==> src/design/raft_consensus_node_macros.svh <==
// Assertion helpers used by the top-level file of this design.
`ifndef RAFT_CONSENSUS_NODE_MACROS_SVH
`define RAFT_CONSENSUS_NODE_MACROS_SVH

// Property checked on every clock edge outside reset.
`define RCN_ASSERT(lbl, prop, msg) \
    lbl: assert property (@(posedge aclk) disable iff (!aresetn) prop) else $error(msg);

// Property checked on every clock edge, reset included.
`define RCN_ASSERT_ALWAYS(lbl, prop, msg) \
    lbl: assert property (@(posedge aclk) prop) else $error(msg);

`endif

==> src/design/rcn_pkg.sv <==
`default_nettype none
package rcn_pkg;

    localparam int DEF_MAX_PEERS = 4;
    localparam int DEF_LOG_DEPTH = 1024;

    localparam logic [2:0] CMD_VOTE_REQ   = 3'd0;
    localparam logic [2:0] CMD_VOTE_REP   = 3'd1;
    localparam logic [2:0] CMD_APPEND_REQ = 3'd2;
    localparam logic [2:0] CMD_APPEND_REP = 3'd3;
    localparam logic [2:0] CMD_TICK       = 3'd4;
    localparam logic [2:0] CMD_CLIENT     = 3'd5;

    localparam logic [1:0] KIND_VOTE_REP   = 2'd0;
    localparam logic [1:0] KIND_APPEND_REP = 2'd1;
    localparam logic [1:0] KIND_VOTE_BCAST = 2'd2;
    localparam logic [1:0] KIND_STATUS     = 2'd3;

    localparam logic [1:0] ROLE_FOLLOWER  = 2'd0;
    localparam logic [1:0] ROLE_CANDIDATE = 2'd1;
    localparam logic [1:0] ROLE_LEADER    = 2'd2;

    localparam logic [1:0] CODE_OK         = 2'd0;
    localparam logic [1:0] CODE_NOT_LEADER = 2'd1;
    localparam logic [1:0] CODE_LOG_FULL   = 2'd2;

    localparam logic REG_NODE_ID    = 1'b0;
    localparam logic REG_PEER_COUNT = 1'b1;

    localparam logic [31:0] TERM_MAX = 32'hFFFF_FFFF;

    typedef enum logic [1:0] {
        RD_A = 2'd0,
        RD_B = 2'd1,
        RD_C = 2'd2
    } rd_sel_t;

    typedef struct packed {
        logic    capture;
        logic    latch_a;
        logic    exec;
        logic    maj_step;
        logic    commit_chk;
        logic    out_load;
        rd_sel_t rd_sel;
    } ctl_cmd_t;

    typedef struct packed {
        logic need_adv;
        logic maj_last;
    } dp_stat_t;

endpackage
`default_nettype wire

==> src/design/rcn_ctrl.sv <==
`default_nettype none
module rcn_ctrl (
    input  wire                 aclk,
    input  wire                 aresetn,
    input  wire                 s_valid,
    output logic                s_ready,
    input  wire                 m_ready,
    output logic                m_valid,
    output rcn_pkg::ctl_cmd_t   cmd,
    input  rcn_pkg::dp_stat_t   stat
);
    import rcn_pkg::*;

    typedef enum logic [7:0] {
        ST_IDLE = 8'b0000_0001,
        ST_RDA  = 8'b0000_0010,
        ST_RDB  = 8'b0000_0100,
        ST_EXEC = 8'b0000_1000,
        ST_MAJ  = 8'b0001_0000,
        ST_CRD  = 8'b0010_0000,
        ST_CCHK = 8'b0100_0000,
        ST_DONE = 8'b1000_0000
    } state_t;

    state_t state_reg, state_next;
    logic   m_valid_reg, m_valid_next;

    assign s_ready = (state_reg == ST_IDLE);
    assign m_valid = m_valid_reg;

    always_comb begin
        state_next = state_reg;
        cmd        = '0;
        cmd.rd_sel = RD_A;
        unique case (state_reg)
            ST_IDLE: begin
                cmd.capture = s_valid;
                if (s_valid) state_next = ST_RDA;
            end
            ST_RDA: begin
                cmd.rd_sel = RD_A;
                state_next = ST_RDB;
            end
            ST_RDB: begin
                cmd.rd_sel  = RD_B;
                cmd.latch_a = 1'b1;
                state_next  = ST_EXEC;
            end
            ST_EXEC: begin
                cmd.exec   = 1'b1;
                state_next = stat.need_adv ? ST_MAJ : ST_DONE;
            end
            ST_MAJ: begin
                cmd.maj_step = 1'b1;
                if (stat.maj_last) state_next = ST_CRD;
            end
            ST_CRD: begin
                cmd.rd_sel = RD_C;
                state_next = ST_CCHK;
            end
            ST_CCHK: begin
                cmd.commit_chk = 1'b1;
                state_next     = ST_DONE;
            end
            ST_DONE: begin
                // The result register may still hold an earlier result.
                if (!m_valid_reg || m_ready) begin
                    cmd.out_load = 1'b1;
                    state_next   = ST_IDLE;
                end
            end
            default: state_next = ST_IDLE;
        endcase
    end

    always_comb begin
        m_valid_next = m_valid_reg;
        if (cmd.out_load) m_valid_next = 1'b1;
        else if (m_ready) m_valid_next = 1'b0;
    end

    always_ff @(posedge aclk) begin
        if (!aresetn) begin
            state_reg   <= ST_IDLE;
            m_valid_reg <= 1'b0;
        end else begin
            state_reg   <= state_next;
            m_valid_reg <= m_valid_next;
        end
    end

endmodule
`default_nettype wire

==> config.mk <==
export PLATFORM = sky130hd
export DESIGN_NAME = rcn_ctrl
export DESIGN_NICKNAME = d
export VERILOG_FILES = /design/src/design/raft_consensus_node_macros.svh /design/src/design/rcn_pkg.sv /design/src/design/rcn_ctrl.sv
export SDC_FILE = /design/constraint.sdc
export NUM_CORES = 1
export LEC_CHECK = 0
export BUFFER_PORTS_ARGS = -buffer_cell sky130_fd_sc_hd__buf_2
export CORE_MARGIN = 2
export CORE_UTILIZATION = 36
export DETAILED_ROUTE_END_ITERATION = 12
export PLACE_DENSITY_LB_ADDON = 0.2
export SLEW_MARGIN = 40
export SYNTH_ARGS = -nofsm -noshare
export SYNTH_HDL_FRONTEND = slang
export SYNTH_SLANG_ARGS = --single-unit
==> constraint.sdc <==
create_clock -name aclk -period 2.6 [get_ports aclk]
set_clock_uncertainty 0.15 [all_clocks]
set_input_delay 0 -clock aclk [delete_from_list [all_inputs] [get_ports aclk]]
set_output_delay 0 -clock aclk [all_outputs]
set_load 0.01 [all_outputs]
==> flow_summary.json, run 1 <==
{
  "final-hold-violation-count": 0,
  "hold_class": "reg2reg",
  "grt_pass1_vias": 489,
  "seq_area_frac_synth": 0.341,
  "dp.final_hpwl_um": 833,
  "powerDensity_nw_per_um2": 442,
  "ys_types": 27,
  "tns_ns": 0,
  "synth_compound_area_frac": 0.0972,
  "via_count": 544,
  "synth_top_family_by_area": "simple AND/OR/NAND/NOR gates",
  "tightest_slew_ns": 0.624,
  "yosysMostFrequentCell": "dfxtp_1",
  "row_count": 13,
  "area_growth_pct": 34.1,
  "clock_path_buffers": 2,
  "dpl-instance-area_um2": 592,
  "globalRouteOverflowTotal": 0,
  "largest_reg_flops": 8,
  "synth_simple_gate_area_frac": 0.441,
  "cpMaxStageDelayCell": "or4_4",
  "synth-xor-area-share": 0.0498,
  "fin_nets": 90,
  "maxCapViolCount": 0,
  "syn_inst": 60,
  "pin_count": 16,
  "fmax_mhz": 425,
  "ys_async_sr_fraction": 0,
  "dp_cells": 85,
  "start_kind": "flip-flop",
  "coreArea_um2": 1330,
  "path_cells": "or4_4 > or4_1 > a21boi_1 > dlygate4sd3_1",
  "die_w_um": 42.3,
  "cts-root-buf": "clkbuf_4",
  "fin_cells": 98,
  "vias_per_cell": 5.55,
  "post-route-worst-setup-slack_ns": 0.245,
  "globalplace.congestion": 0.748,
  "cts_tree": "yes",
  "clock_latency_ns": 0.27,
  "cp.arrival_ns": 2.41,
  "post_cts_resized": 0,
  "critical_path_class": "reg2reg",
  "synth_commonest_cells": "dfxtp_1 (9), nor4_1 (6), nand2b_1 (5)",
  "synth.area.top_cells": "dfxtp_1 (34%), nor4_1 (7.1%), nand2b_1 (5.9%)",
  "synth_edf_count": 0,
  "die_area_um2": 1790,
  "dpl_worst_slack_ns": 0.707,
  "relSlewSlack": 0.573,
  "synth_ff_type": "dfxtp_1",
  "max_stage_delay_ns": 0.60,
  "worst-r2r-cell-count": 4,
  "antenna_left": 0,
  "synth_nets": 66,
  "clk_pin_slew_ns": 0.06,
  "yosys_register_bits": 9,
  "post_cts_buffers": 0,
  "synth_top_area_frac": 0.341,
  "synth_top_area_cell": "dfxtp_1",
  "drt_first_pass_iters": 4,
  "drc_errors": 0,
  "final_max_slew_viol_count": 0,
  "diodes": 0,
  "min_period_ns": 2.35,
  "final_area_um2": 708,
  "finalPower_uw": 313,
  "h-tree-depth": 1,
  "hold_path_depth": 2,
  "ir_drop_mv": 0.204,
  "fillers": 128,
  "initial_utilization": 0.396,
  "grt_pass1_wl_mm": 2.10,
  "first_iter_violations": 11,
  "wire_per_inst_um": 12.2,
  "synthAdderAreaFrac": 0,
  "leakage_nw": 0.328,
  "antenna_found_initial": 0,
  "period_share": 0.906,
  "muxShareOfSynthArea": 0,
  "syn_area_um2": 528,
  "grt_setup_unrepaired": "false",
  "crit_required_ns": 2.66,
  "cts_buffers": 3,
  "syn-mean-instance-area_um2": 8.80,
  "grt_max_degree": 10,
  "critPathMaxFanout": 9,
  "grtUsageTotal": 0.159,
  "port_buffers": 15,
  "wirelength_mm": 1.20,
  "hold_buffers": 9,
  "finalSetupViolations": 0,
  "yosysWarnings": 0,
  "numClockSinks": 9,
  "final_layout_size_suffix_gt1_frac": 0.265,
  "dieHeight_um": 42.3,
  "status": "finished, final reports clean",
  "end_kind": "flip-flop"
}
[per-stage QoR]
| step | util | hold slack [ns] |
|---|---|---|
| CTS | 0.531 | 0.350 |
| floorplan | - | -0.0322 |
| finish | 0.531 | 0.347 |
| global placement | 0.444 | 0.0907 |
| detailed placement | 0.444 | 0.0957 |
| global route | 0.531 | 0.382 |
[worst max-delay path, delay by kind of cell (launching register included)]
| family | cells | cell delay (ns) |
|---|---|---|
| AO/OA/AOI/OAI | 1 | 0.14 |
| buffers and inverters | 1 | 0.54 |
| flip-flops | 1 | 0.34 |
| AND/OR/NAND/NOR | 2 | 1.12 |
[power by group]
group          total, mW  switching (mW)  internal (mW)
Sequential         0.149         0.00627          0.142
Combinational     0.0536          0.0253         0.0283
Clock              0.111          0.0515         0.0593
Total              0.313          0.0830          0.230
[worst paths after layout]
kind | end | from | slack, ns
min reg2reg | state_reg[2]$_SDFFE_PN0P_ | state_reg[1]$_SDFFE_PN0P_ | 0.35
min | state_reg[2]$_SDFFE_PN0P_ | state_reg[1]$_SDFFE_PN0P_ | 0.35
max | state_reg[4]$_SDFFE_PN0P_ | state_reg[4]$_SDFFE_PN0P_ | 0.25
max reg2reg | state_reg[4]$_SDFFE_PN0P_ | state_reg[4]$_SDFFE_PN0P_ | 0.25
[layout by cell type, fill, tap and decap left out]
master         instances
nand4b_1               1
or4_4                  2
xnor2_1                2
or4_1                  2
dfxtp_1                9
o21a_1                 1
nand4bb_1              1
buf_2                 15
xor2_1                 1
a21boi_1               2
dlygate4sd3_1          9
nand2_1                1
nor3_1                 4
clkbuf_1               1
a2111oi_0              1
and2_1                 3
or2_2                  2
nor2_1                 1
o41a_1                 1
and3_1                 4
inv_1                  2
nor4_1                 6
and4b_1                1
o41ai_1                1
clkbuf_4               3
nand2b_1               5
nor2b_1                2
[cells by family (layout without fill, tap and decap cells)]
logic type | count (synthesis) | count (layout)
AO/OA/AOI/OAI | 6 | 6
XOR/XNOR | 3 | 3
AND/OR/NAND/NOR | 35 | 35
buffers and inverters | 7 | 30
flip-flops | 9 | 9
[metal layers]
| layer | global-route usage | share of wire | vias to the layer above |
|---|---|---|---|
| met3 | 0.0431 | 0.072 | 3 |
| met5 | 0 | 0 | - |
| li1 | - | - | 269 |
| met4 | 0.113 | 0.026 | 0 |
| met2 | 0.200 | 0.44 | 22 |
| met1 | 0.227 | 0.46 | 250 |
[area by class of cell]
type,count,area [µm²],share of cell area
Multi-Input combinational cell,44,310,0.438
Sequential cell,9,180,0.254
Timing Repair Buffer,24,165,0.233
Clock buffer,4,26.3,0.0371
Tap cell,15,18.8,0.0265
Inverter,2,7.51,0.0106
Note: power is estimated with default switching activity, not from simulation.
==> run 2, diff against run 1 <==
CORE_AREA = 2 2 39 41   (was not set)
CORE_MARGIN = not set   (was 2)
CORE_UTILIZATION = not set   (was 36)
DIE_AREA = 0 0 41 43   (was not set)
==> run 2 against run 1 <==
Compared with the run above:
- critical endpoint unchanged
- largest cell class unchanged
- worst setup slack got worse by 0.027 ns
- total power down 2.5%
- utilization down 3.3 points
- non-clock buffer count is 2 lower
- via count decreased by 7.4%
- largest power group unchanged
- design area shrank 2.7%
==> flow_summary.json, run 2 (synthesis results as in run 1) <==
{
  "status": "finished, final reports clean",
  "first_iter_violations": 4,
  "relSlewSlack": 0.631,
  "maxCapViolCount": 0,
  "cts-root-buf": "clkbuf_4",
  "clock_latency_ns": 0.25,
  "start_kind": "flip-flop",
  "ir_drop_mv": 0.291,
  "grt_max_degree": 10,
  "hold_class": "reg2reg",
  "tightest_slew_ns": 0.540,
  "diodes": 0,
  "drt_first_pass_iters": 2,
  "fin_nets": 88,
  "critical_path_class": "reg2reg",
  "initial_utilization": 0.382,
  "critPathMaxFanout": 9,
  "dieHeight_um": 43,
  "fillers": 138,
  "via_count": 504,
  "leakage_nw": 0.315,
  "wirelength_mm": 1.12,
  "largest_reg_flops": 8,
  "multi_input_area_um2": 310,
  "period_share": 0.916,
  "hold_end": "state_reg[2]$_SDFFE_PN0P_",
  "die_area_um2": 1760,
  "dpl-instance-area_um2": 593,
  "powerDensity_nw_per_um2": 442,
  "grtUsageTotal": 0.163,
  "min_from": "state_reg[1]$_SDFFE_PN0P_",
  "finalSetupViolations": 0,
  "clk_pin_slew_ns": 0.06,
  "post-route-worst-setup-slack_ns": 0.218,
  "grt_use_met1": 0.207,
  "end_kind": "flip-flop",
  "use_met3": 0.0471,
  "globalplace.congestion": 0.720,
  "r2r-start": "state_reg[4]$_SDFFE_PN0P_",
  "cpMaxStageDelayCell": "or4_4",
  "coreArea_um2": 1380,
  "worst-r2r-cell-count": 4,
  "port_buffers": 15,
  "reg2reg_to": "state_reg[4]$_SDFFE_PN0P_",
  "area_growth_pct": 30.6,
  "use_met2": 0.213,
  "cts_buffers": 3,
  "antenna_left": 0,
  "hold_path_depth": 2,
  "antenna_found_initial": 0,
  "row_count": 14,
  "grt_pass1_vias": 458,
  "pin_count": 16,
  "cts_tree": "yes",
  "final_layout_size_suffix_gt1_frac": 0.272,
  "dpl_worst_slack_ns": 0.720,
  "post_cts_buffers": 0,
  "clock_path_buffers": 2,
  "vias_per_cell": 5.20,
  "max_stage_delay_ns": 0.60,
  "grt_setup_unrepaired": "false",
  "final-hold-violation-count": 0,
  "cp.arrival_ns": 2.43,
  "dp.final_hpwl_um": 781,
  "drc_errors": 0,
  "busiest_layer": "met2",
  "regArea_um2": 180,
  "path_cells": "or4_4 > or4_1 > a21boi_1 > dlygate4sd3_1",
  "r2r_slack_ns": 0.22,
  "path_buf_inv": 1,
  "globalRouteOverflowTotal": 0,
  "min_period_ns": 2.38,
  "grt_pass1_wl_mm": 1.84,
  "crit_family": "simple AND/OR/NAND/NOR gates",
  "numClockSinks": 9,
  "h-tree-depth": 1,
  "fmax_mhz": 420,
  "layout_common_cells": "buf_2 (15), dfxtp_1 (9), dlygate4sd3_1 (7)",
  "wire_per_inst_um": 11.5,
  "crit_required_ns": 2.65,
  "final_common_cell": "buf_2",
  "die_w_um": 41,
  "final_max_slew_viol_count": 0,
  "tns_ns": 0,
  "final_area_um2": 689,
  "critPathLaunch": "state_reg[4]$_SDFFE_PN0P_"
}
run 2: cell count changes in the layout (fill, tap and decap cells not counted):
| cell | delta |
|---|---|
| dlygate4sd3_1 | -2 |
run 2: worst reg2reg max path: cells and delay by family (launching register included):
| family | cells | cell delay (ns) |
|---|---|---|
| and+or+nand+nor | 2 | 1.14 |
| buffers and inverters | 1 | 0.55 |
| DFF | 1 | 0.34 |
| AOI/OAI and AO/OA | 1 | 0.15 |
run 2: where the power goes:
group | switching (mW) | total [mW] | internal [mW]
sequential | 0.00620 | 0.149 | 0.142
clock | 0.0461 | 0.105 | 0.0590
combinational | 0.0246 | 0.0513 | 0.0267
total | 0.0770 | 0.305 | 0.228
run 2: how the worst max path moves through the flow:
stage               slack, ns  depth (start not counted)                        end
floorplan                0.76                          4  state_reg[3]$_SDFFE_PN0P_
global placement         0.77                          3  state_reg[4]$_SDFFE_PN0P_
CTS                      0.22                          4  state_reg[4]$_SDFFE_PN0P_
finish                   0.22                          4  state_reg[4]$_SDFFE_PN0P_
detailed placement       0.72                          3  state_reg[0]$_SDFFE_PN1P_
global route             0.13                          4  state_reg[4]$_SDFFE_PN0P_
run 2: repair_timing:
item                                   CTS  global route
endpoints found under the hold margin    9             0
setup endpoints to repair                0             0
hold buffers                             7             0
resized for setup                        0             0
run 2: area by class of cell:
cell class	count	share of cell area
Clock buffer	4	0.0381
Inverter	2	0.0109
Multi-Input combinational cell	44	0.450
Sequential cell	9	0.261
Tap cell	16	0.0290
Timing Repair Buffer	22	0.211
run 2: per-layer routing:
| layer | wire length (µm) | share of wire | up-vias |
|---|---|---|---|
| li1 | - | - | 266 |
| met1 | 557 | 0.50 | 227 |
| met2 | 505 | 0.45 | 9 |
| met3 | 39 | 0.035 | 2 |
| met4 | 15 | 0.013 | 0 |
| met5 | 0 | 0 | - |
run 2: through the flow:
stage | utilization | hold WS (ns) | instances | power (mW)
CTS | 0.498 | 0.344 | 97 | 0.310
detailed placement | 0.429 | 0.0883 | 86 | 0.197
global placement | 0.429 | 0.0878 | 86 | 0.197
floorplan | - | -0.0322 | 60 | 0.186
finish | 0.498 | 0.341 | 97 | 0.305
global route | 0.498 | 0.393 | 97 | 0.330
==> run 3, diff against run 2 <==
PLACE_DENSITY = 0.61   (was not set)
PLACE_DENSITY_LB_ADDON = not set   (was 0.2)
==> run 3 against run 2 <==
Compared with the run above:
- sequential power is essentially flat
- flip-flop and latch count is the same
- clock-buffer cell count is the same
- design area grew 1.5%
- critical path type unchanged
==> flow_summary.json, run 3 (synthesis results as in run 1) <==
{
  "status": "finished, final reports clean",
  "p_sw_uw": 79.8,
  "tightest_slew_ns": 0.599,
  "dieHeight_um": 43,
  "clk_pin_slew_ns": 0.06,
  "clock_latency_ns": 0.26,
  "cpMaxStageDelayCell": "or4_4",
  "dp_cells": 86,
  "end_kind": "flip-flop",
  "wire_per_inst_um": 11.5,
  "crit_required_ns": 2.65,
  "internal-power_uw": 230,
  "drc_errors": 0,
  "cts-root-buf": "clkbuf_4",
  "final-hold-violation-count": 0,
  "die_area_um2": 1760,
  "drt_first_pass_iters": 4,
  "numClockSinks": 9,
  "period_share": 0.918,
  "final_max_slew_viol_count": 0,
  "clock_path_buffers": 2,
  "grt_pass1_vias": 460,
  "fin_cells": 98,
  "swShare": 0.258,
  "cts_buffers": 3,
  "h-tree-depth": 1,
  "post_cts_buffers": 0,
  "dpl_worst_slack_ns": 0.723,
  "fin_nets": 89,
  "leakage_nw": 0.321,
  "start_kind": "flip-flop",
  "largest_reg_flops": 8,
  "path_buf_inv": 1,
  "fin_util": 0.505,
  "grtUsageTotal": 0.153,
  "first_iter_violations": 5,
  "grt_max_degree": 10,
  "critPathMaxFanout": 9,
  "final_common_cell": "buf_2",
  "dp.final_hpwl_um": 807,
  "port_buffers": 15,
  "crit_family": "simple AND/OR/NAND/NOR gates",
  "powerDensity_nw_per_um2": 442,
  "vias_per_cell": 5.11,
  "finalSetupViolations": 0,
  "cp.arrival_ns": 2.44,
  "wirelength_mm": 1.13,
  "pin_count": 16,
  "diodes": 0,
  "globalplace.congestion": 0.719,
  "relSlewSlack": 0.590,
  "min_period_ns": 2.39,
  "critical_path_class": "reg2reg",
  "final_layout_size_suffix_gt1_frac": 0.268,
  "initial_utilization": 0.382,
  "post-route-worst-setup-slack_ns": 0.214,
  "grt_pass1_wl_mm": 1.81,
  "grt_setup_unrepaired": "false",
  "die_w_um": 41,
  "layout_common_cells": "buf_2 (15), dfxtp_1 (9), dlygate4sd3_1 (8)",
  "antenna_left": 0,
  "max_stage_delay_ns": 0.60,
  "coreArea_um2": 1380,
  "pwr-share-clk": 0.348,
  "p_comb_frac": 0.173,
  "path_cells": "or4_4 > or4_1 > a21boi_1 > dlygate4sd3_1",
  "antenna_found_initial": 0,
  "maxCapViolCount": 0,
  "post_cts_resized": 0,
  "ir_drop_mv": 0.263,
  "tns_ns": 0,
  "hold_class": "reg2reg",
  "row_count": 14,
  "area_growth_pct": 32.5,
  "fmax_mhz": 419,
  "pwr-share-seq": 0.480,
  "cts_tree": "yes",
  "globalRouteOverflowTotal": 0,
  "via_count": 501
}
## run 3: power by group through the flow
stage	clock network, mW	logic (mW)	registers, mW
final	0.108	0.0534	0.148
after global routing	0.125	0.0592	0.149
after CTS	0.113	0.0535	0.148
after detailed placement	0	0.0458	0.152
after global placement	0	0.0451	0.151
after floorplan	0	0.0366	0.150
## run 3: cell type report
cell class                 instances  area, µm²
clock buffer                       4       26.3
fill                             134        684
inverter                           2       7.51
multi-input combinational         44        310
sequential                         9        180
tap                               16       20.0
timing repair buffer              23        155
## run 3: worst register-to-register path: stages (launching register included)
cell	delay, ns
dfxtp_1	0.34
or4_4	0.60
or4_1	0.54
a21boi_1	0.15
dlygate4sd3_1	0.55
## run 3: metal layers
metal | track usage | routed length, µm | vias up
met5 | 0 | 0 | -
met4 | 0.0800 | 5 | 0
met3 | 0.0314 | 41 | 2
met2 | 0.228 | 522 | 8
met1 | 0.197 | 558 | 223
li1 | - | - | 268
## run 3: per-stage QoR
stage / hold WS (ns) / power, mW / cell area (µm²)
2_1_floorplan: -0.0322 / 0.186 / 528
3_3_place_gp: 0.0862 / 0.197 / 593
3_5_place_dp: 0.0923 / 0.197 / 593
4_1_cts: 0.359 / 0.315 / 699
5_1_grt: 0.391 / 0.334 / 699
6_report: 0.351 / 0.309 / 699
## run 3: path summary, 6_finish.rpt
path	depth (start not counted)	to	slack, ns	start
min reg2reg	2	m_valid$_SDFFE_PN0P_	0.35	m_valid$_SDFFE_PN0P_
min	2	m_valid$_SDFFE_PN0P_	0.35	m_valid$_SDFFE_PN0P_
max reg2reg	4	state_reg[4]$_SDFFE_PN0P_	0.21	state_reg[4]$_SDFFE_PN0P_
max	4	state_reg[4]$_SDFFE_PN0P_	0.21	state_reg[4]$_SDFFE_PN0P_
## run 3: repair_timing
action / in CTS / in global routing
setup endpoints to repair: 0 / 0
hold buffers: 8 / 0
endpoints found under the hold margin: 9 / 0
